File: config.mk
export PLATFORM = sky130hd
export DESIGN_NAME = lsblend_lane
export DESIGN_NICKNAME = d
export VERILOG_FILES = /design/src/rtl/lsblend_pkg.sv /design/src/rtl/lsblend_lane.sv
export SDC_FILE = /design/constraint.sdc
export NUM_CORES = 2
export LEC_CHECK = 0
export ABC_AREA = 1
export BUFFER_PORTS_ARGS = -buffer_cell sky130_fd_sc_hd__buf_4
export CORE_MARGIN = 2
export CORE_UTILIZATION = 43
export DETAILED_ROUTE_END_ITERATION = 10
export SETUP_SLACK_MARGIN = 0.1
export SYNTH_ARGS = -nofsm -noshare
export SYNTH_HDL_FRONTEND = slang
export SYNTH_SLANG_ARGS = --single-unit
File: constraint.sdc
create_clock -name clk -period 21.8 [get_ports clk]
set_clock_uncertainty 0.15 [all_clocks]
set_input_delay 2.18 -clock clk [delete_from_list [all_inputs] [get_ports clk]]
set_output_delay 2.18 -clock clk [all_outputs]
set_load 0.01 [all_outputs]
File: src/rtl/lsblend_pkg.sv
// shared widths, codes and types of the linear seam blend unit
package lsblend_pkg;

	localparam int unsigned COL_W        = 12;
	localparam int unsigned PIX_W        = 8;
	localparam int unsigned START_W      = 12;
	localparam int unsigned END_W        = 13;
	localparam int unsigned CHANNELS     = 3;
	localparam int unsigned MAX_WIDTH_DEF = 4096;
	localparam logic [END_W-1:0] END_RESET = 13'd4096;

	// blend numerator is at most 255 * (2^END_W - 1)
	localparam int unsigned NUM_W       = $clog2(255 * ((1 << END_W) - 1) + 1);
	// ceil(2^SHIFT / w) gives an exact floor quotient for every numerator
	localparam int unsigned RECIP_SHIFT = NUM_W + END_W;
	localparam int unsigned RECIP_W     = RECIP_SHIFT + 1;
	localparam int unsigned RECIP_LO_W  = RECIP_W / 2;
	localparam int unsigned RECIP_HI_W  = RECIP_W - RECIP_LO_W;

	localparam int unsigned IN_TDATA_W  = 64;
	localparam int unsigned OUT_TDATA_W = 24;
	localparam int unsigned CFG_IDX_W   = 2;
	localparam int unsigned CFG_DATA_W  = END_W;

	localparam logic [CFG_IDX_W-1:0] CFG_OVERLAP_START = 2'd0;
	localparam logic [CFG_IDX_W-1:0] CFG_OVERLAP_END   = 2'd1;

	typedef enum logic [1:0] {
		MODE_BASE,
		MODE_WARP,
		MODE_BLEND
	} mode_t;

	typedef logic [CHANNELS-1:0][PIX_W-1:0] pixel_t;

	// status of the reciprocal unit as seen by the top level
	typedef struct packed {
		logic                busy;
		logic [END_W-1:0]    width;
		logic [RECIP_W-1:0]  recip;
	} recip_stat_t;

endpackage

File: src/rtl/lsblend_lane.sv
// one colour channel: blend numerator and exact division by reciprocal
module lsblend_lane (
	input  logic                                 clk,
	input  logic                                 en,
	input  logic [lsblend_pkg::START_W-1:0]      k_s1,
	input  logic [lsblend_pkg::END_W-1:0]        width,
	input  logic [lsblend_pkg::RECIP_W-1:0]      recip,
	input  logic [lsblend_pkg::PIX_W-1:0]        base_s1,
	input  logic [lsblend_pkg::PIX_W-1:0]        warp_s1,
	output logic [lsblend_pkg::PIX_W-1:0]        base_s4,
	output logic [lsblend_pkg::PIX_W-1:0]        warp_s4,
	output logic [lsblend_pkg::PIX_W-1:0]        quot_s4
);

	localparam int unsigned NW  = lsblend_pkg::NUM_W;
	localparam int unsigned PW  = lsblend_pkg::PIX_W;
	localparam int unsigned LOW = lsblend_pkg::RECIP_LO_W;
	localparam int unsigned HIW = lsblend_pkg::RECIP_HI_W;
	localparam int unsigned SW  = NW + lsblend_pkg::RECIP_W;

	logic [lsblend_pkg::END_W-1:0] wk;
	logic [NW-1:0]                 num;
	logic [NW-1:0]                 num_s2;
	logic [NW+HIW-1:0]             pp_hi_s3;
	logic [NW+LOW-1:0]             pp_lo_s3;
	logic [SW-1:0]                 sum;
	logic [PW-1:0]                 base_s2, base_s3;
	logic [PW-1:0]                 warp_s2, warp_s3;

	assign wk  = width - lsblend_pkg::END_W'(k_s1);
	assign num = NW'(base_s1) * NW'(wk) + NW'(warp_s1) * NW'(k_s1);
	assign sum = (SW'(pp_hi_s3) << LOW) + SW'(pp_lo_s3);

	always_ff @(posedge clk) begin
		if (en) begin
			num_s2   <= num;
			base_s2  <= base_s1;
			warp_s2  <= warp_s1;
			// reciprocal product split in two halves
			pp_hi_s3 <= (NW+HIW)'(num_s2) * (NW+HIW)'(recip[lsblend_pkg::RECIP_W-1:LOW]);
			pp_lo_s3 <= (NW+LOW)'(num_s2) * (NW+LOW)'(recip[LOW-1:0]);
			base_s3  <= base_s2;
			warp_s3  <= warp_s2;
			quot_s4  <= sum[lsblend_pkg::RECIP_SHIFT +: PW];
			base_s4  <= base_s3;
			warp_s4  <= warp_s3;
		end
	end

endmodule

==> flow_results.org <==
** Outcome
- The run finished with clean final reports.

** Global route
- Entering global routing, the biggest net connects 70 pins.
- The via count of the first global-routing pass was 25600.
- Gr usage total :: between 20% and 30%
- Antenna violations before repair :: 1
- Sum of overflow across all layers after global routing :: 0
- The first global-routing pass estimated 137000 um of wire.

** Drt
- The detail route stage leaves a number of antenna-violating nets equal to 0.
- Dividing the detail-routed wire length by the instance count gives 16.8 um.
- After detailed routing, the met3 layer carries 4900 um of wire.
- In this run the top signal layer used is met4.
- In the routed layout, each cell is associated on average with a via count of 4.93.
- Total number of vias :: 24400
- The first TritonRoute pass finished after 5 iterations.
- Wires add up to approximately 83000 um.
- Remaining design rule violation count :: 0
- Number of design-rule violations left by the first detailed-router iteration :: roughly 1300
- Met1 layer wirelength in the final routing :: about 38000 um
- Summed over all nets, wire length on met2 after detailed routing comes to 38500 um.

** Critical path
- The worst setup path is captured at a flop.
- STA puts the critical path data required time at 21.88 ns.
- STA classifies the critical path startpoint as an input pin.
- CP Data Arrival Time :: 8.42 ns
- The critical path is of the input pin to flop type.
- Top fanout value on the critical path :: 9

** Placement
- Cells after DPL :: 4906
- Routability-driven placement finished with a final weighted congestion of 0.922.
- After legalization and detailed placement, the total HPWL measured 66500 um.
- Timing analysis after detailed placement gives a worst setup slack of 13.00 ns.
- Port buffering added 101 buffers.

** Floorplanning
- The initial utilization of the core area, before any placement, comes to 43.4%.
- During I/O placement, the number of pins put on the boundary was 102.
- Die Width :: 278 um
- From bottom edge to top edge, the die measures 278 um.
- Die outline area :: 0.0772 mm^2
- The total area inside the core boundary comes to 0.0743 mm^2.
- The initialized floorplan defines 100 standard-cell rows.

** STA
- Max-slew violation count :: 0
- Sum of negative setup slack :: 0 ns
- Fin crit share :: a little under two fifths
- Counting I/O delays and the setup requirement, the final critical path takes 8.35 ns.
- Transition time at the pin with the least slew margin :: around 1.1 ns
- In this run the tightest slew margin relative to its limit is roughly 25%.
- The worst path meets setup with 13.45 ns of slack.
- Derived from the worst setup path, the maximum achievable clock frequency is between 100 and 150 MHz.
- Setup violations remaining at the end of the flow were counted as 0.
- Setup repair after global routing left no endpoint under its margin.
- The final-report hold violation count came to 0.
- Hold is met by between 0.2 and 0.3 ns.

** Cells and area
- The net count of the finished layout is between 4000 and 5000.
- Summing all multi-input logic gate instances after layout gives 0.0235 mm^2.
- Number of standard cells in the final layout excluding fillers :: 4939
- The filler cells instantiated in the layout total 7454.
- Sequential cell area :: 0.00369 mm^2
- Synth-to-Final Area Change :: 6.58%
- Share of final-layout standard cells stronger than drive strength 1 :: 4.59%

** Clock network
- Clock latency of the later-clocked register in the worst-skew pair :: around 0.48 ns
- The clock net in this run drives a total of approximately 120 sinks.
- No sink is reached through more buffers than the 2 on the longest clock path.
- Clock transition at the register clock pins on the worst setup and hold paths after CTS :: 0.07 ns
- Post-CTS Hold Fix Bufs :: 0
- Number of buffers inserted to repair setup after CTS :: 0
- Clock tree from TritonCTS :: built
- TritonCTS buffer count :: 17
- Gates resized, CTS repair :: 0
- Root Buffer :: clkbuf_16
- The clock tree synthesis step divided the H-tree into 4 levels.

** Synth
- After synthesis, the share of flip-flops with an asynchronous set or reset is 0%.
- Measured against the total synthesized area, the mux share comes to 0%.
- Synthesized-area fraction occupied by ao, oa, aoi and oai cells :: under 10%
- Simple-gate share of the synthesized area :: 15.8%
- Of the total synthesized cell area, the portion taken by XOR and XNOR cells is 1.87%.
- Synthesis inferred around 120 register bits.
- Post-Synth Adder-Cell Area :: between 50% and 60%
- Post-synth EDFFs :: 123
- Averaged over all synthesized cells, the footprint is 8.12 um^2.
- Share of the yosys chip area belonging to registers :: 11.4%
- The number of nets in the synthesized netlist is 4984.
- By area, the combinational part of the netlist is dominated by adder cells.
- The most used flip-flop cell after synthesis is edfxtp_1.
- Number of warnings printed during yosys synthesis :: 0
- Gate count of the mapped netlist :: 3974
- Post-synthesis instance area :: approximately 0.032 mm^2
- The number of different library cells used by synthesis comes to 47.

** Job
- Count of max-cap constraint violations :: 0

** Hold path
- Type of the tightest min-delay check :: flop to flop
[metal layers]
metal  track usage (%)  vias to the layer above
met1              32.5                    12200
li1                  -                    11400
met3              2.88                       89
met5                 0                        -
met2              37.1                      673
met4              4.75                        0
[cells in the mapped netlist, types with 2 or more instances]
cell,instances,share of area [%]
xor2_1,47,1.3
edfxtp_1,123,11
nor2_1,145,1.7
nand2_1,1029,12
nand2_2,3,0.058
o211ai_1,6,0.14
a21oi_1,117,1.8
or2_4,2,0.054
inv_2,4,0.047
nand3_1,72,1.1
nand3b_1,3,0.070
buf_2,10,0.16
o31ai_1,5,0.12
nor4_1,5,0.097
o21a_1,4,0.093
and2_1,2,0.039
nand4_1,12,0.23
a31oi_1,10,0.19
o21ai_1,2,0.031
ha_1,273,11
o21ai_2,3,0.081
fa_1,659,41
xnor2_1,20,0.54
o21bai_1,3,0.070
nor2_2,2,0.039
buf_1,6,0.070
inv_1,1169,14
or2_2,5,0.097
a21o_1,10,0.23
buf_4,2,0.047
nor3_1,11,0.17
clkbuf_1,142,1.7
o21ai_0,54,0.84
[per-stage QoR]
step,area [um^2],utilization [%]
floorplan,32300,-
global placement,33800,45.5
detailed placement,33800,45.5
CTS,34400,46.3
global route,34400,46.3
finish,34400,46.3
[path summary, 6_finish.rpt]
kind	start	endpoint	slack, ns	cells past startpoint
worst max-delay path	k_s1[0]	num_s2[14]	13.45	27
worst min-delay path	warp_s2[6]	warp_s3[6]	0.26	0
worst max register to register	num_s2[4]	pp_lo_s3[23]	14.80	24
worst min register to register	warp_s2[6]	warp_s3[6]	0.26	0
[cell families (layout without fill, tap and decap cells)]
group / Yosys count / count (layout)
adder cells (fa/ha/maj): 932 / 932
flip-flops: 123 / 123
buffers and inverters: 1333 / 1328
other: 0 / 1
XOR/XNOR: 68 / 68
AO/OA/AOI/OAI: 221 / 221
AND/OR/NAND/NOR: 1297 / 1297
[cell usage in the layout, fill, tap and decap left out, types with 3 or more instances in the layout]
cell type and n:
a21o_1 10, a21oi_1 117, a31oi_1 10, buf_4 122, clkbuf_16 17, clkinv_4 3, edfxtp_1 123, fa_1 659
ha_1 273, inv_1 1169, inv_2 4, inv_6 7, nand2_1 1029, nand2_2 3, nand3_1 72, nand3b_1 3
nand4_1 12, nor2_1 145, nor3_1 11, nor4_1 5, o211ai_1 6, o21a_1 4, o21ai_0 54, o21ai_2 3
o21bai_1 3, o31ai_1 5, or2_2 5, xnor2_1 20, xor2_1 47
[flip-flops by register name, summed over array words and instances, names as in the netlist]
signal,count
base_s3,8
base_s2,8
pp_lo_s3,21
quot_s4,8
warp_s3,8
num_s2,21
warp_s4,8
pp_hi_s3,25
base_s4,8
warp_s2,8
[worst max-delay path: stages]
cell	delay, ns
buf_4	0.15
ha_1	0.24
fa_1	0.45
o31ai_1	0.31
or2_2	0.16
nand2_1	0.10
inv_1	0.18
nand2_1	0.12
fa_1	0.54
inv_1	0.05
fa_1	0.50
inv_1	0.06
fa_1	0.53
inv_1	0.05
fa_1	0.45
fa_1	0.49
inv_1	0.05
fa_1	0.47
inv_1	0.04
ha_1	0.33
a21oi_1	0.17
o21ai_0	0.14
a21o_1	0.19
a31o_2	0.23
nand2_1	0.06
nand2_1	0.06
xor2_1	0.14
[layout make-up]
cell class	instances	share of cell area (%)
timing repair buffer	123	2.70
inverter	1173	12.8
clock inverter	15	0.509
antenna	1	0.00728
tap	969	3.53
sequential	123	10.7
clock buffer	17	1.24
multi-input combinational	2518	68.5
Power is left out: the tool's default activity adds up to more than one toggle a clock period on the data nets, which glitch-free logic cannot reach.
