`src/rtl/lsblend_pkg.sv`:
```
// shared widths, codes and types of the linear seam blend unit
package lsblend_pkg;

	localparam int unsigned COL_W        = 12;
	localparam int unsigned PIX_W        = 8;
	localparam int unsigned START_W      = 12;
	localparam int unsigned END_W        = 13;
	localparam int unsigned CHANNELS     = 3;
	localparam int unsigned MAX_WIDTH_DEF = 4096;
	localparam logic [END_W-1:0] END_RESET = 13'd4096;

	// blend numerator is at most 255 * (2^END_W - 1)
	localparam int unsigned NUM_W       = $clog2(255 * ((1 << END_W) - 1) + 1);
	// ceil(2^SHIFT / w) gives an exact floor quotient for every numerator
	localparam int unsigned RECIP_SHIFT = NUM_W + END_W;
	localparam int unsigned RECIP_W     = RECIP_SHIFT + 1;
	localparam int unsigned RECIP_LO_W  = RECIP_W / 2;
	localparam int unsigned RECIP_HI_W  = RECIP_W - RECIP_LO_W;

	localparam int unsigned IN_TDATA_W  = 64;
	localparam int unsigned OUT_TDATA_W = 24;
	localparam int unsigned CFG_IDX_W   = 2;
	localparam int unsigned CFG_DATA_W  = END_W;

	localparam logic [CFG_IDX_W-1:0] CFG_OVERLAP_START = 2'd0;
	localparam logic [CFG_IDX_W-1:0] CFG_OVERLAP_END   = 2'd1;

	typedef enum logic [1:0] {
		MODE_BASE,
		MODE_WARP,
		MODE_BLEND
	} mode_t;

	typedef logic [CHANNELS-1:0][PIX_W-1:0] pixel_t;

	// status of the reciprocal unit as seen by the top level
	typedef struct packed {
		logic                busy;
		logic [END_W-1:0]    width;
		logic [RECIP_W-1:0]  recip;
	} recip_stat_t;

endpackage

```
`src/rtl/lsblend_merge.sv`:
```
// picks the whole pixel by blend mode and holds the result in an output and skid register
module lsblend_merge (
	input  logic                  clk,
	input  logic                  arst_n,
	input  logic                  in_valid,
	output logic                  in_ready,
	input  lsblend_pkg::mode_t    mode,
	input  lsblend_pkg::pixel_t   base,
	input  lsblend_pkg::pixel_t   warp,
	input  lsblend_pkg::pixel_t   quot,
	output logic                  out_valid,
	input  logic                  out_ready,
	output lsblend_pkg::pixel_t   out_pix
);

	lsblend_pkg::pixel_t sel;
	lsblend_pkg::pixel_t out_q;
	lsblend_pkg::pixel_t skid_q;
	logic                out_v_q;
	logic                skid_v_q;
	logic                out_free;

	always_comb begin
		case (mode)
			lsblend_pkg::MODE_WARP:  sel = warp;
			lsblend_pkg::MODE_BLEND: sel = quot;
			default:                 sel = base;
		endcase
	end

	assign in_ready = !skid_v_q;
	assign out_free = !out_v_q || out_ready;

	always_ff @(posedge clk or negedge arst_n) begin
		if (!arst_n) begin
			out_v_q  <= 1'b0;
			skid_v_q <= 1'b0;
		end else if (out_free) begin
			if (skid_v_q) begin
				skid_v_q <= 1'b0;
				out_v_q  <= 1'b1;
			end else begin
				out_v_q  <= in_valid;
			end
		end else if (in_valid && in_ready) begin
			skid_v_q <= 1'b1;
		end
	end

	always_ff @(posedge clk) begin
		if (out_free) begin
			out_q <= skid_v_q ? skid_q : sel;
		end else if (in_valid && in_ready) begin
			skid_q <= sel;
		end
	end

	assign out_valid = out_v_q;
	assign out_pix   = out_q;

`ifndef SYNTHESIS
	a_skid_needs_out: assert property (@(posedge clk) disable iff (!arst_n)
		skid_v_q |-> out_v_q)
		else $error("skid holds a pixel while output is empty");

	a_skid_on_stall: assert property (@(posedge clk) disable iff (!arst_n)
		out_v_q && !out_ready && in_valid && !skid_v_q |=> skid_v_q)
		else $error("pixel lost while output stalled");
`endif

endmodule

```
`config.mk`:
```
export PLATFORM = sky130hd
export DESIGN_NAME = lsblend_merge
export DESIGN_NICKNAME = d
export VERILOG_FILES = /design/src/rtl/lsblend_pkg.sv /design/src/rtl/lsblend_merge.sv
export SDC_FILE = /design/constraint.sdc
export NUM_CORES = 1
export LEC_CHECK = 0
export ABC_CLOCK_PERIOD_IN_PS = 4200
export BUFFER_PORTS_ARGS = -buffer_cell sky130_fd_sc_hd__buf_2
export CORE_MARGIN = 1
export CORE_UTILIZATION = 30
export CTS_BUF_LIST = sky130_fd_sc_hd__clkbuf_16
export CTS_CLUSTER_DIAMETER = 100
export DETAILED_ROUTE_END_ITERATION = 10
export PLACE_DENSITY = 0.65
export SLEW_MARGIN = 20
export SYNTH_ARGS = -nofsm -noshare
export SYNTH_HDL_FRONTEND = slang
export SYNTH_SLANG_ARGS = --single-unit
```
`constraint.sdc`:
```
create_clock -name clk -period 4.2 [get_ports clk]
set_clock_uncertainty 0.2 [all_clocks]
set_input_delay 0.42 -clock clk [delete_from_list [all_inputs] [get_ports clk]]
set_output_delay 0.42 -clock clk [all_outputs]
set_load 0.1 [all_outputs]
```
==> flow_summary.toml, run 1 <==
[clocking]
cts_resized = 0
cts_hold_buffers = 1
root_buffer = "clkbuf_16"
clkLatencyLatePin_ns = 0.28
cts_tree = "yes"
cts.path.max_buffers = 2
ctsHtreeMaxLevel = 2
post_cts_buffers = 0
clk_transition_reported_paths_ns = 0.06
cts_sinks = 50
cts_made_buffers = 5

[yosys]
netlist_area_um2 = 2650
yosysSeqAreaShare_pct = 56.4
synthCells = 195
syn-num-nets = 275
yosys_warnings = 0
muxShareOfSynthArea_pct = 0
synth.avg_cell_area_um2 = 13.6
synth_xor_area_share_pct = 0
synth-compound-area-share_pct = 23.3
synth_top_family_by_area = "compound AO/OA/AOI/OAI gates"
synth-simple-area-share_pct = 14.6
synth_adder_area_share_pct = 0.946
ys_ff_latch = 50
synthDistinctLibCells = 18

[grt]
grtUsageTotal_pct = 13.1
grt_max_degree = 49
antenna_found_initial = 0
globalRoute.totalOverflow = 0
grt_first_pass_wirelength_um = 9040
grt_pass1_vias = 1971

[run_status]
outcome = "completed"

[die]
core_um2 = 8380
die_w_um = 95.9
dieArea_um2 = 9200
rows = 33
io_pins = 104
die_height_um = 95.9
start_util_pct = 31.6

[sta]
period_needed_ns = 2.43
finalSetupTns_ns = 0
period_share_pct = 57.8
fmaxAchievable_ghz = 0.412
slew_viol_final = 0
worst_pin_slew_ns = 0.959
fin_hold_ws_ns = 0.180
slew_headroom_pct = 36.1
hold_violations = 0
finalSetupViolations = 0
rsz0062_at_grt = "false"

[finish]
area_delta_synth_final_pct = 27.2
final_cells = 400
final_area_um2 = 3360
nNetsFinal = 374
antenna_cells = 0
drive_above_1_share_pct = 54.2
utilization_pct = 40.1

[worst_setup_path]
path_class = "reg -> out"
crit_path_end_kind = "primary output"
crit_chain = "buf_4, inv_1, buf_2"
max_stage_delay_ns = 0.74
cp_max_fo = 26
arrival_ns = 1.81
cp_slowest_cell = "dfrtp_2"
critPathRequiredTime_ns = 3.58
cp-start-kind = "flop"

[detailed_routing]
wl_per_cell_um = 14.3
drt-initial-drc-count = 53
totalWireLength_um = 5720
viasPerCell = 4.74
drc = 0
firstDrtPassIters = 4
via_count = 1895
ant_nets = 0

[place]
placed_area_um2 = 3220
placed_cells = 391
gp_congestion = 0.695
post-dp-hpwl_um = 4020
port_buffers = 103

[power]
leakagePower_nw = 1.35
powerDensity_nw_per_um2 = 449
irDropWorstVdd_uv = 204

[worst_hold_path]
hp-class = "in -> reg"

[flow_run]
drv_cap = 0
## per-stage QoR
step	total power, mW	worst slack (ns)
CTS	1.53	1.71
detailed placement	1.14	1.74
floorplan	1.05	0.749
global placement	1.14	1.78
finish	1.51	1.77
global route	1.58	1.66
## cell type report
cell class | count | area, um^2
fillers | 839 | 5020
flip-flops and latches | 50 | 1490
multi-input cells | 127 | 1040
repair buffers | 107 | 548
well taps | 105 | 131
clock buffers | 5 | 125
clock inverters | 3 | 12.5
inverters | 3 | 11.3
## worst paths after layout
path,to,depth (start not counted),startpoint,slack [ns]
max reg2reg,skid_q[1]$_DFFE_PP_,4,out_valid$_DFFE_PN0N_,2.01
max,in_ready,3,skid_v_q$_DFFE_PN0P_,1.77
min reg2reg,out_pix[8]$_DFFE_PN_,2,skid_q[8]$_DFFE_PP_,0.33
max in group asynchronous,skid_v_q$_DFFE_PN0P_,2,arst_n,3.43
min,out_valid$_DFFE_PN0N_,3,in_valid,0.18
min in group asynchronous,skid_v_q$_DFFE_PN0P_,2,arst_n,0.26
## cell usage in the layout, fill, tap and decap left out
master         netlist  final
a221oi_1             4      4
a221oi_2            20     20
buf_2                3    103
buf_4                0      3
clkbuf_16            0      5
clkinv_1             0      1
clkinv_2             0      1
dfrtp_1              2      1
dfrtp_2              0      1
dlygate4sd3_1        0      1
edfxtp_1            48     48
ha_2                 0      2
inv_1                3      4
nand2_1             25     25
nand2b_1             1      1
nor2_1              26     26
nor2b_1             20     20
nor2b_4              4      4
nor3b_4              0      1
o31ai_1              4      4
o31ai_2             20     20
## Yosys cell counts (all sizes together)
library cell	number	share of area [%]
nand2b	1	0.24
nor2	26	3.7
buf	10	3.7
clkbuf	5	0.71
nor3b	1	0.28
o31ai	24	11
inv	3	0.43
nand2	25	3.5
nor2b	24	6.8
ha	2	0.95
edfxtp	48	54
a221oi	24	13
dfrtp	2	1.9
## power breakdown
group          switching, mW  internal [mW]
Sequential            0.0194          0.613
Combinational          0.373          0.122
Clock                  0.168          0.216
## sequential cells by signal, summed over array words and instances, names as in the netlist
| register | cells |
|---|---|
| out_pix | 24 |
| out_valid | 1 |
| skid_v_q | 1 |
| skid_q | 24 |
## critical path: cells and delay by family, from the launching register on
kind | cells | cell delay [ns]
buffers and inverters | 3 | 0.77
DFF | 1 | 0.74
## logic make-up (layout without fill, tap and decap cells)
kind of cell	after synthesis	after routing
AO/OA/AOI/OAI	48	48
adder cells (fa/ha/maj)	2	2
flip-flops	50	50
AND/OR/NAND/NOR	77	77
buffers and inverters	18	118
## routing by layer
| metal | track usage [%] | wire length [um] | share of wire [%] |
|---|---|---|---|
| met1 | 14.7 | 2370 | 41 |
| met2 | 24.6 | 3090 | 54 |
| met3 | 2.84 | 237 | 4.1 |
| met4 | 3.73 | 25 | 0.44 |
| met5 | 0 | 0 | 0 |
Note: power is estimated with default switching activity, not from simulation.
==> inputs of run 2 (changes only) <==
--- a/config.mk
+++ b/config.mk
@@ -5,14 +5,14 @@
 export SDC_FILE = /design/constraint.sdc
 export NUM_CORES = 1
 export LEC_CHECK = 0
-export ABC_CLOCK_PERIOD_IN_PS = 4200
+export ABC_CLOCK_PERIOD_IN_PS = 2200
 export BUFFER_PORTS_ARGS = -buffer_cell sky130_fd_sc_hd__buf_2
 export CORE_MARGIN = 1
 export CORE_UTILIZATION = 30
 export CTS_BUF_LIST = sky130_fd_sc_hd__clkbuf_16
 export CTS_CLUSTER_DIAMETER = 100
 export DETAILED_ROUTE_END_ITERATION = 10
-export PLACE_DENSITY = 0.65
+export PLACE_DENSITY = 0.67
 export SLEW_MARGIN = 20
 export SYNTH_ARGS = -nofsm -noshare
 export SYNTH_HDL_FRONTEND = slang
==> constraint.sdc (replaced) <==
create_clock -name clk -period 2.2 [get_ports clk]
set_clock_uncertainty 0.2 [all_clocks]
set_input_delay 0.22 -clock clk [delete_from_list [all_inputs] [get_ports clk]]
set_output_delay 0.22 -clock clk [all_outputs]
set_load 0.1 [all_outputs]
==> run 2 against run 1 <==
  * Clock-buffer cell count unchanged
  * Critical path depth rose by 2
  * Critical path type is now in -> reg
  * Combinational power is 96% higher
  * Critical endpoint is now out_pix[21]$_DFFE_PN_
  * Wire length grew 2.9%
  * Register-to-register slack got worse by 1.4 ns
  * Final cell count up 1.3%
==> flow_summary.toml, run 2 (synthesized netlist as in run 1, its figures left out) <==
[run_status]
outcome = "completed"

[clocking]
ctsHtreeMaxLevel = 2
cts_tree = "yes"
cts_sinks = 50
clk_transition_reported_paths_ns = 0.06
cts.path.max_buffers = 2
clkLatencyLatePin_ns = 0.28
root_buffer = "clkbuf_16"
cts_made_buffers = 5

[die]
io_pins = 104
dieArea_um2 = 9200
start_util_pct = 31.6
die_w_um = 95.9
rows = 33
die_height_um = 95.9
core_um2 = 8380

[power]
powerDensity_nw_per_um2 = 849
p_total_mw = 2.91
irDropWorstVdd_uv = 301
leakagePower_nw = 1.38

[place]
gp_congestion = 0.722
placed_area_um2 = 3270
placed_cells = 395
port_buffers = 103
pre_cts_ws_ns = 0.192
post-dp-hpwl_um = 4220

[finish]
fillers = 819
final_cells = 405
antenna_cells = 0
final_area_um2 = 3430
area_delta_synth_final_pct = 29.6
layout_commonest_cell = "buf_2"
drive_above_1_share_pct = 55.3
nNetsFinal = 379
utilization_pct = 40.9
final_cell_mix = "buf_2, edfxtp_1, nor2_1"

[grt]
grtUsageMet1_pct = 16.3
grt-busiest-layer = "met2"
globalRoute.totalOverflow = 0
grt_max_degree = 33
grt_first_pass_wirelength_um = 8760
antenna_found_initial = 0
met3_usage_pct = 3.08
grt_pass1_vias = 1816
grtUsageTotal_pct = 12.7
grtUsageMet2_pct = 21.2

[sta]
slew_viol_final = 0
fmaxAchievable_ghz = 0.587
finalWorstSetupSlack_ns = 0.495
finalSetupTns_ns = 0
rsz0062_at_grt = "false"
fin_hold_ws_ns = 0.0408
worst_pin_slew_ns = 0.823
finalSetupViolations = 0
slew_headroom_pct = 45.2
hold_violations = 0
period_needed_ns = 1.70
period_share_pct = 77.5

[worst_setup_path]
r2r_cells = 3
critPathLaunch = "mode[1]"
max_stage_delay_ns = 0.71
path_delay_family = "adder cells"
path_class = "in -> reg"
arrival_ns = 1.61
r2r_end = "skid_q[9]$_DFFE_PP_"
cp_slowest_cell = "ha_2"
r2r_start = "out_valid$_DFFE_PN0N_"
r2r_setup_slack_ns = 0.62
crit_path_end_kind = "flop"
crit_buf_inv = 2
cp_max_fo = 24
crit_chain = "buf_2, inv_1, ha_2, a221oi_1, o31ai_1"
cp-start-kind = "input pin"
critPathRequiredTime_ns = 2.10

[flow_run]
drv_cap = 0

[detailed_routing]
via_count = 1932
firstDrtPassIters = 4
wl_per_cell_um = 14.5
viasPerCell = 4.77
ant_nets = 0
drc = 0
drt-initial-drc-count = 60
totalWireLength_um = 5890

[worst_hold_path]
hp-class = "in -> async"
run 2: cell count changes in the layout (fill, tap and decap cells not counted), sizes merged:
cell	previous run	this run
dlygate4sd3	1	2
buf	106	110
run 2: what timing repair did:
item	4_1_cts	5_1_grt
endpoints found under the hold margin	4	0
resized for setup	0	0
setup endpoints to repair	0	0
hold buffers	2	0
buffers inserted	0	0
run 2: worst reg2reg max path, delay by kind of cell, from the launching register on:
kind | cells | cell delay (ns)
AND/OR/NAND/NOR | 2 | 0.40
buffers and inverters | 1 | 0.26
flip-flops | 1 | 0.42
run 2: worst max-delay path by stage:
stage | endpoint | slack [ns] | cells past startpoint
6_report | out_pix[21]$_DFFE_PN_ | 0.50 | 5
3_5_place_dp | out_pix[21]$_DFFE_PN_ | 0.19 | 5
5_1_grt | out_pix[23]$_DFFE_PN_ | 0.41 | 5
4_1_cts | out_pix[21]$_DFFE_PN_ | 0.49 | 5
2_1_floorplan | skid_q[0]$_DFFE_PP_ | 0.004 | 2
3_3_place_gp | out_pix[23]$_DFFE_PN_ | 0.30 | 5
run 2: power breakdown:
part / switching, mW / internal, mW / leakage, nW
Sequential: 0.0260 / 1.17 / 0.487
Combinational: 0.728 / 0.244 / 0.823
Clock: 0.327 / 0.412 / 0.0724
Total: 1.08 / 1.83 / 1.38
run 2: layout make-up:
cell class	instances	area [um^2]	area share (%)
tap	105	131	3.83
timing repair buffer	112	601	17.5
multi-input combinational	127	1050	30.6
sequential	50	1500	43.7
inverter	3	11.3	0.329
clock inverter	3	12.5	0.365
clock buffer	5	125	3.65
run 2: metal layers:
| layer | wire, um | vias up | part of all wire [%] |
|---|---|---|---|
| met4 | 57 | 0 | 0.97 |
| met2 | 2800 | 54 | 48 |
| met3 | 303 | 7 | 5.1 |
| li1 | - | 952 | - |
| met5 | 0 | - | 0 |
| met1 | 2730 | 919 | 46 |
