## config.mk

```make
export PLATFORM = sky130hd
export DESIGN_NAME = lsblend_recip
export DESIGN_NICKNAME = d
export VERILOG_FILES = /design/src/rtl/lsblend_pkg.sv /design/src/rtl/lsblend_recip.sv
export SDC_FILE = /design/constraint.sdc
export NUM_CORES = 1
export LEC_CHECK = 0
export BUFFER_PORTS_ARGS = -buffer_cell sky130_fd_sc_hd__buf_4
export CAP_MARGIN = 0
export CORE_ASPECT_RATIO = 1.1
export CORE_UTILIZATION = 35
export CTS_BUF_LIST = sky130_fd_sc_hd__clkbuf_4 sky130_fd_sc_hd__clkbuf_8 sky130_fd_sc_hd__clkbuf_16
export DETAILED_ROUTE_END_ITERATION = 16
export GPL_TIMING_DRIVEN = 0
export PLACE_DENSITY = 0.57
export SLEW_MARGIN = 20
export SYNTH_ARGS = -nofsm -noshare
export SYNTH_HDL_FRONTEND = slang
export SYNTH_SLANG_ARGS = --single-unit
```

## constraint.sdc

```tcl
create_clock -name clk -period 2.8 [get_ports clk]
set_input_delay 0.84 -clock clk [delete_from_list [all_inputs] [get_ports clk]]
set_output_delay 0.84 -clock clk [all_outputs]
set_load 0.03 [all_outputs]
```

## src/rtl/lsblend_pkg.sv

```systemverilog
// shared widths, codes and types of the linear seam blend unit
package lsblend_pkg;

	localparam int unsigned COL_W        = 12;
	localparam int unsigned PIX_W        = 8;
	localparam int unsigned START_W      = 12;
	localparam int unsigned END_W        = 13;
	localparam int unsigned CHANNELS     = 3;
	localparam int unsigned MAX_WIDTH_DEF = 4096;
	localparam logic [END_W-1:0] END_RESET = 13'd4096;

	// blend numerator is at most 255 * (2^END_W - 1)
	localparam int unsigned NUM_W       = $clog2(255 * ((1 << END_W) - 1) + 1);
	// ceil(2^SHIFT / w) gives an exact floor quotient for every numerator
	localparam int unsigned RECIP_SHIFT = NUM_W + END_W;
	localparam int unsigned RECIP_W     = RECIP_SHIFT + 1;
	localparam int unsigned RECIP_LO_W  = RECIP_W / 2;
	localparam int unsigned RECIP_HI_W  = RECIP_W - RECIP_LO_W;

	localparam int unsigned IN_TDATA_W  = 64;
	localparam int unsigned OUT_TDATA_W = 24;
	localparam int unsigned CFG_IDX_W   = 2;
	localparam int unsigned CFG_DATA_W  = END_W;

	localparam logic [CFG_IDX_W-1:0] CFG_OVERLAP_START = 2'd0;
	localparam logic [CFG_IDX_W-1:0] CFG_OVERLAP_END   = 2'd1;

	typedef enum logic [1:0] {
		MODE_BASE,
		MODE_WARP,
		MODE_BLEND
	} mode_t;

	typedef logic [CHANNELS-1:0][PIX_W-1:0] pixel_t;

	// status of the reciprocal unit as seen by the top level
	typedef struct packed {
		logic                busy;
		logic [END_W-1:0]    width;
		logic [RECIP_W-1:0]  recip;
	} recip_stat_t;

endpackage

```

## src/rtl/lsblend_recip.sv

```systemverilog
// iterative reciprocal of the overlap width, one quotient bit per cycle
module lsblend_recip (
	input  logic                                 clk,
	input  logic                                 arst_n,
	input  logic                                 start,
	input  logic [lsblend_pkg::END_W-1:0]        divisor,
	output lsblend_pkg::recip_stat_t             stat
);

	localparam int unsigned RW    = lsblend_pkg::RECIP_W;
	localparam int unsigned EW    = lsblend_pkg::END_W;
	localparam int unsigned CNT_W = $clog2(RW);

	logic [RW-1:0]    dvd_q;
	logic [RW-1:0]    quo_q;
	logic [EW-1:0]    rem_q;
	logic [EW-1:0]    w_q;
	logic [CNT_W-1:0] cnt_q;
	logic             busy_q;

	logic [EW:0]      trial;
	logic             fits;

	assign trial = {rem_q, dvd_q[RW-1]};
	assign fits  = (trial >= {1'b0, w_q});

	always_ff @(posedge clk or negedge arst_n) begin
		if (!arst_n) begin
			busy_q <= 1'b0;
			cnt_q  <= '0;
		end else if (start) begin
			busy_q <= 1'b1;
			cnt_q  <= '0;
		end else if (busy_q) begin
			if (cnt_q == CNT_W'(RW - 1)) begin
				busy_q <= 1'b0;
			end
			cnt_q <= cnt_q + CNT_W'(1);
		end
	end

	// dividend is 2^SHIFT + w - 1 so the quotient rounds up
	always_ff @(posedge clk) begin
		if (start) begin
			w_q   <= divisor;
			rem_q <= '0;
			quo_q <= '0;
			dvd_q <= {1'b1, (RW-1)'(0)} + RW'(divisor) - RW'(1);
		end else if (busy_q) begin
			rem_q <= fits ? EW'(trial - {1'b0, w_q}) : trial[EW-1:0];
			quo_q <= {quo_q[RW-2:0], fits};
			dvd_q <= {dvd_q[RW-2:0], 1'b0};
		end
	end

	assign stat.busy  = busy_q;
	assign stat.width = w_q;
	assign stat.recip = quo_q;

`ifndef SYNTHESIS
	a_full_length: assert property (@(posedge clk) disable iff (!arst_n)
		$fell(busy_q) |-> $past(cnt_q) == CNT_W'(RW - 1))
		else $error("reciprocal finished early");
`endif

endmodule

```

==> results.sh, run 1 <==
export IMPL_status="finished, final reports clean"
export IMPL_power_leakage_nw=2.69
export IMPL_die_area_mm2=0.0143
export IMPL_dp_hpwl_um=7640
export IMPL_crit_buf_inv=2
export IMPL_clock_fmax_ghz=0.391
export IMPL_die_h_um=125
export IMPL_drt_initial_drc_count=144
export IMPL_slew_headroom_pct=52.0
export IMPL_synth_flop_cell="edfxtp_1"
export IMPL_synth_cell_types=57
export IMPL_clkSinkCount=103
export IMPL_hold_path_class="in -> async"
export IMPL_n_fill_cell=1349
export IMPL_max_stage_delay_ns=0.42
export IMPL_grt_max_degree=36
export IMPL_synthCells=459
export IMPL_finalHoldViolCount=0
export IMPL_ios=65
export IMPL_yosysTopAreaCell="edfxtp_1"
export IMPL_fp_row_count=44
export IMPL_detail_route_wl_per_cell_um=14.3
export IMPL_ys_seq_elements=103
export IMPL_antenna_found_initial=0
export IMPL_path_delay_family="compound AO/OA/AOI/OAI gates"
export IMPL_via_count=3491
export IMPL_worstReg2RegStart="w_q[0]$_DFFE_PP_"
export IMPL_synth_seq_area_share_pct=53.3
export IMPL_final_cell_count_no_fill=723
export IMPL_firstDrtPassIters=4
export IMPL_p_per_area_mw_per_mm2=535
export IMPL_synth_edff_count=48
export IMPL_numPortBuffers=64
export IMPL_path_max_fanout=10
export IMPL_critPathKind="reg -> reg"
export IMPL_htree_levels=3
export IMPL_place_gp_congestion=0.811
export IMPL_synthArstFlopShare_pct=6.80
export IMPL_worst_slew_pin_slew_ns=0.719
export IMPL_drcViolationCount=0
export IMPL_slowest_stage="edfxtp_1"
export IMPL_clk_latency_ns=0.34
export IMPL_finalNetCount=568
export IMPL_finalClockSkew_ns=0.00824
export IMPL_place_area_mm2=0.00555
export IMPL_viasPerCell=4.83
export IMPL_path_clk_slew_ns=0.07
export IMPL_fin_util_pct=43.7
export IMPL_cp_data_required_time_ns=3.01
export IMPL_cts_buffer_depth=2
export IMPL_cp_startpoint="w_q[0]$_DFFE_PP_"
export IMPL_grt_usage_pct=15.2
export IMPL_finalInstanceArea_mm2=0.00583
export IMPL_setup_violations=0
export IMPL_rsz0062_at_grt="false"
export IMPL_min_period_ns=2.55
export IMPL_yosys_top_cells_area="edfxtp_1, dfxtp_1, mux2i_1"
export IMPL_critPathCaptureType="flop"
export IMPL_area_growth_pct=20.5
export IMPL_max_cap_violations=0
export IMPL_multi_input_area_mm2=0.00200
export IMPL_netlist_area_mm2=0.00484
export IMPL_slew_viol_final=0
export IMPL_regArea_mm2=0.00258
export IMPL_total_power_mw=3.12
export IMPL_start_util_pct=36.3
export IMPL_setup_slack_ns=0.246
export IMPL_place_inst=707
export IMPL_dpl_worst_slack_ns=-0.288
export IMPL_coreArea_mm2=0.0133
export IMPL_die_w_um=114
export IMPL_grt_pass1_wl_um=17000
export IMPL_synth_area_per_cell_um2=10.5
export IMPL_drt_total_wl_um=10400
export IMPL_synth_top_area_share_pct=29.8
export IMPL_synth_warnings=0
export IMPL_antennaDiodeCount=0
export IMPL_fin_crit_sh_pct=91.2
export IMPL_grt_pass1_vias=3343
export IMPL_ant_nets=0
export IMPL_synth_nets=493
export IMPL_worstSetupStartpointType="flop"
export IMPL_overflow=0
export IMPL_drive_above_1_share_pct=17.8
export IMPL_root_buffer="clkbuf_16"
export IMPL_cts_inserted_buffers=9
export IMPL_worstPathCellList="ha_1 -> fa_1 -> nor2b_1 -> o21ai_2 -> a31oi_2 -> o41ai_4 -> buf_6 -> buf_4 -> a32oi_1 -> o31ai_1"
export IMPL_cts_tree="yes"
export IMPL_cts_setup_buffers=0
export IMPL_ir_drop_mv=0.291
export IMPL_arrival_ns=2.77
-- routing by layer --
layer / global-route usage, % / wire, um / up-vias / part of all wire (%)
li1: - / - / 1760 / -
met1: 19.7 / 4640 / 1661 / 45
met2: 25.4 / 5170 / 61 / 50
met3: 3.01 / 438 / 9 / 4.2
met4: 4.74 / 105 / 0 / 1.0
met5: 0 / 0 / - / 0
-- cells in the final DEF (no fill, tap or decap), types with 3 or more instances in the layout --
| cell type | Yosys | layout |
|---|---|---|
| a211oi_1 | 5 | 5 |
| a21o_1 | 5 | 5 |
| a21oi_1 | 18 | 18 |
| a31oi_1 | 3 | 3 |
| a32oi_1 | 3 | 3 |
| and2_1 | 6 | 6 |
| buf_1 | 5 | 5 |
| buf_4 | 3 | 67 |
| clkbuf_1 | 13 | 13 |
| clkbuf_16 | 0 | 9 |
| dfrtp_1 | 7 | 7 |
| dfxtp_1 | 48 | 48 |
| edfxtp_1 | 48 | 48 |
| ha_1 | 17 | 17 |
| inv_1 | 43 | 42 |
| mux2i_1 | 40 | 40 |
| nand2_1 | 17 | 17 |
| nand3_1 | 12 | 12 |
| nand4_1 | 4 | 4 |
| nor2_1 | 64 | 63 |
| nor2b_1 | 6 | 6 |
| nor3_1 | 7 | 7 |
| o21ai_0 | 19 | 19 |
| o21ai_1 | 4 | 4 |
| or3_1 | 4 | 4 |
| xnor2_1 | 12 | 12 |
| xor2_1 | 8 | 8 |
-- registers in the layout, indices dropped and copies added (netlist names) --
register and cells:
rem_q 13, w_q 13, busy_q 1, quo_q 35, dvd_q 35, cnt_q 6
-- cells in the mapped netlist, drive strengths merged, types with 7 or more instances --
cell type,count
inv,43
nor2,64
mux2i,40
dfrtp,7
xnor2,12
dfxtp,48
nand2,17
ha,17
clkbuf,13
nand3,12
buf,9
a21oi,19
o21ai,24
nor3,7
edfxtp,48
xor2,8
-- metrics by stage --
stage          hold slack (ns)  setup TNS [ns]
6_report                 0.298               0
5_1_grt                  0.280               0
4_1_cts                  0.287               0
3_5_place_dp             0.494          -10.04
3_3_place_gp             0.482          -23.52
2_1_floorplan            0.451               0
-- repair_timing --
action,in CTS,in global routing
endpoints found under the hold margin,0,0
hold buffers,0,0
gates resized for setup,0,1
endpoints found under the setup margin,0,35
-- final timing paths --
path / cells after the start / slack (ns) / to
worst max-delay path: 10 / 0.25 / rem_q[10]$_SDFFE_PP0P_
worst min-delay path: 1 / 0.30 / cnt_q[3]$_DFFE_PN0P_
worst max register to register: 10 / 0.25 / rem_q[10]$_SDFFE_PP0P_
worst min register to register: 2 / 0.51 / rem_q[10]$_SDFFE_PP0P_
max in group asynchronous: 1 / 2.37 / cnt_q[5]$_DFFE_PN0P_
min in group clk: 2 / 0.51 / rem_q[10]$_SDFFE_PP0P_
-- kinds of logic after synthesis --
group           share of synthesized area, %
compound gates                          11.5
simple gates                            12.9
flops                                   53.3
mux                                     8.51
buf+inv                                 5.43
xor+xnor                                3.62
fa+ha+maj                               4.81
-- area by class of cell --
cell class,instances,area share (%)
tap,184,3.95
clock inverter,7,0.880
inverter,43,2.77
buffer,22,1.74
sequential,103,44.2
timing repair buffer,64,8.24
multi-input combinational,291,34.3
clock buffer,9,3.86
-- power breakdown --
group          internal, mW  switching, mW
registers              1.62         0.0259
logic                 0.112          0.170
clock network         0.614          0.577
No activity file was read; power rests on OpenSTA's default activity.
==> run 2, diff against run 1 <==
Settings changed: CTS_CLUSTER_DIAMETER set to 40.
Clock period 2.8 ns to 2.6 ns, I/O delays scaled along.
==> results.sh, run 2 (synthesized netlist as in run 1, its figures left out) <==
export IMPL_status="finished, final reports clean"
export IMPL_min_period_ns=2.50
export IMPL_ios=65
export IMPL_cp_data_required_time_ns=2.88
export IMPL_die_area_mm2=0.0143
export IMPL_antennaDiodeCount=0
export IMPL_clk_latency_ns=0.34
export IMPL_max_cap_violations=0
export IMPL_slew_viol_final=0
export IMPL_layout_commonest_cell="buf_4"
export IMPL_hold_path_class="in -> async"
export IMPL_reg_largest_list="dvd_q: 35 flops, quo_q: 35 flops"
export IMPL_start_util_pct=36.3
export IMPL_worst_slew_pin_slew_ns=0.722
export IMPL_reg2reg_depth=9
export IMPL_rsz0062_at_grt="false"
export IMPL_finalHoldViolCount=0
export IMPL_timing_rr_end="rem_q[9]$_SDFFE_PP0P_"
export IMPL_n_fill_cell=1348
export IMPL_antenna_found_initial=0
export IMPL_power_leakage_nw=2.70
export IMPL_ant_nets=0
export IMPL_finalInstanceArea_mm2=0.00584
export IMPL_critPathCaptureType="flop"
export IMPL_drt_total_wl_um=10400
export IMPL_fin_crit_sh_pct=96.1
export IMPL_worstSetupStartpointType="flop"
export IMPL_fp_row_count=44
export IMPL_viasPerCell=4.81
export IMPL_path_max_fanout=4
export IMPL_finalClockSkew_ns=0.00859
export IMPL_grt_pass1_wl_um=17000
export IMPL_drt_initial_drc_count=163
export IMPL_slew_headroom_pct=51.7
export IMPL_dp_hpwl_um=7640
export IMPL_clkSinkCount=103
export IMPL_critPathKind="reg -> reg"
export IMPL_place_gp_congestion=0.811
export IMPL_timing_hold_ws_ns=0.237
export IMPL_die_w_um=114
export IMPL_firstDrtPassIters=4
export IMPL_drcViolationCount=0
export IMPL_die_h_um=125
export IMPL_area_growth_pct=20.7
export IMPL_total_power_mw=3.36
export IMPL_via_count=3486
export IMPL_setup_violations=0
export IMPL_ir_drop_mv=0.312
export IMPL_cts_tree="yes"
export IMPL_clock_fmax_ghz=0.400
export IMPL_cts_inserted_buffers=9
export IMPL_grt_pass1_vias=3343
export IMPL_grt_usage_pct=15.2
export IMPL_root_buffer="clkbuf_16"
export IMPL_htree_levels=3
export IMPL_grt_max_degree=36
export IMPL_place_area_mm2=0.00555
export IMPL_p_per_area_mw_per_mm2=575
export IMPL_detail_route_wl_per_cell_um=14.3
export IMPL_r2r_slack_ns=0.10
export IMPL_finalNetCount=569
export IMPL_final_cell_mix="buf_4, nor2_1, edfxtp_1, dfxtp_1, inv_1"
export IMPL_arrival_ns=2.78
export IMPL_drive_above_1_share_pct=18.1
export IMPL_path_clk_slew_ns=0.07
export IMPL_worstReg2RegStart="w_q[0]$_DFFE_PP_"
export IMPL_overflow=0
export IMPL_numPortBuffers=64
export IMPL_cts_buffer_depth=2
export IMPL_coreArea_mm2=0.0133
-- run 2: final cells by class --
| class | instances | area [um^2] | area share (%) |
|---|---|---|---|
| Buffer | 22 | 101 | 1.74 |
| Clock buffer | 9 | 225 | 3.86 |
| Clock inverter | 7 | 51.3 | 0.879 |
| Inverter | 43 | 161 | 2.76 |
| Multi-Input combinational cell | 291 | 2000 | 34.3 |
| Sequential cell | 103 | 2580 | 44.1 |
| Tap cell | 184 | 230 | 3.94 |
| Timing Repair Buffer | 65 | 488 | 8.36 |
-- run 2: per-stage QoR --
stage	TNS (ns)	instances	util, %	setup WS (ns)
3_3_place_gp	-28.54	707	41.7	-0.813
6_report	0	724	43.8	0.102
2_1_floorplan	0	459	-	0.129
4_1_cts	0	723	43.7	0.0509
5_1_grt	0	724	43.8	0.00592
3_5_place_dp	-15.12	707	41.7	-0.428
-- run 2: critical path: stages, from the launching register on --
cell      delay [ns]
edfxtp_1        0.42
ha_1            0.25
fa_1            0.40
nor2b_2         0.17
o21ai_2         0.10
a31oi_2         0.26
o41ai_4         0.10
buf_4           0.16
or4b_1          0.50
nand2_1         0.06
-- run 2: worst max-delay path by stage --
stage,startpoint,end,slack [ns],cells past startpoint
floorplan,w_q[0]$_DFFE_PP_,rem_q[10]$_SDFFE_PP0P_,0.13,10
detailed placement,start,dvd_q[22]$_DFFE_PP_,-0.43,4
global route,w_q[0]$_DFFE_PP_,rem_q[9]$_SDFFE_PP0P_,0.006,9
global placement,start,dvd_q[22]$_DFFE_PP_,-0.81,4
CTS,w_q[0]$_DFFE_PP_,rem_q[10]$_SDFFE_PP0P_,0.05,10
finish,w_q[0]$_DFFE_PP_,rem_q[9]$_SDFFE_PP0P_,0.10,9
-- run 2: routing by layer --
layer / vias to the layer above / global-route usage, % / routed length (um) / part of all wire, %
met1: 1661 / 19.7 / 4720 / 46
met4: 0 / 4.74 / 94 / 0.91
met2: 54 / 25.4 / 5190 / 50
met5: - / 0 / 0 / 0
met3: 7 / 3.01 / 343 / 3.3
li1: 1764 / - / - / -
-- run 2: what timing repair did --
action,4_1_cts,5_1_grt
endpoints found under the setup margin,35,10
hold buffers,0,0
pin swaps,0,1
setup buffers,0,1
gates resized for setup,1,1
-- run 2: power breakdown --
group	internal, mW	total, mW	switching [mW]
Combinational	0.121	0.306	0.184
Clock	0.661	1.28	0.617
Sequential	1.74	1.77	0.0278
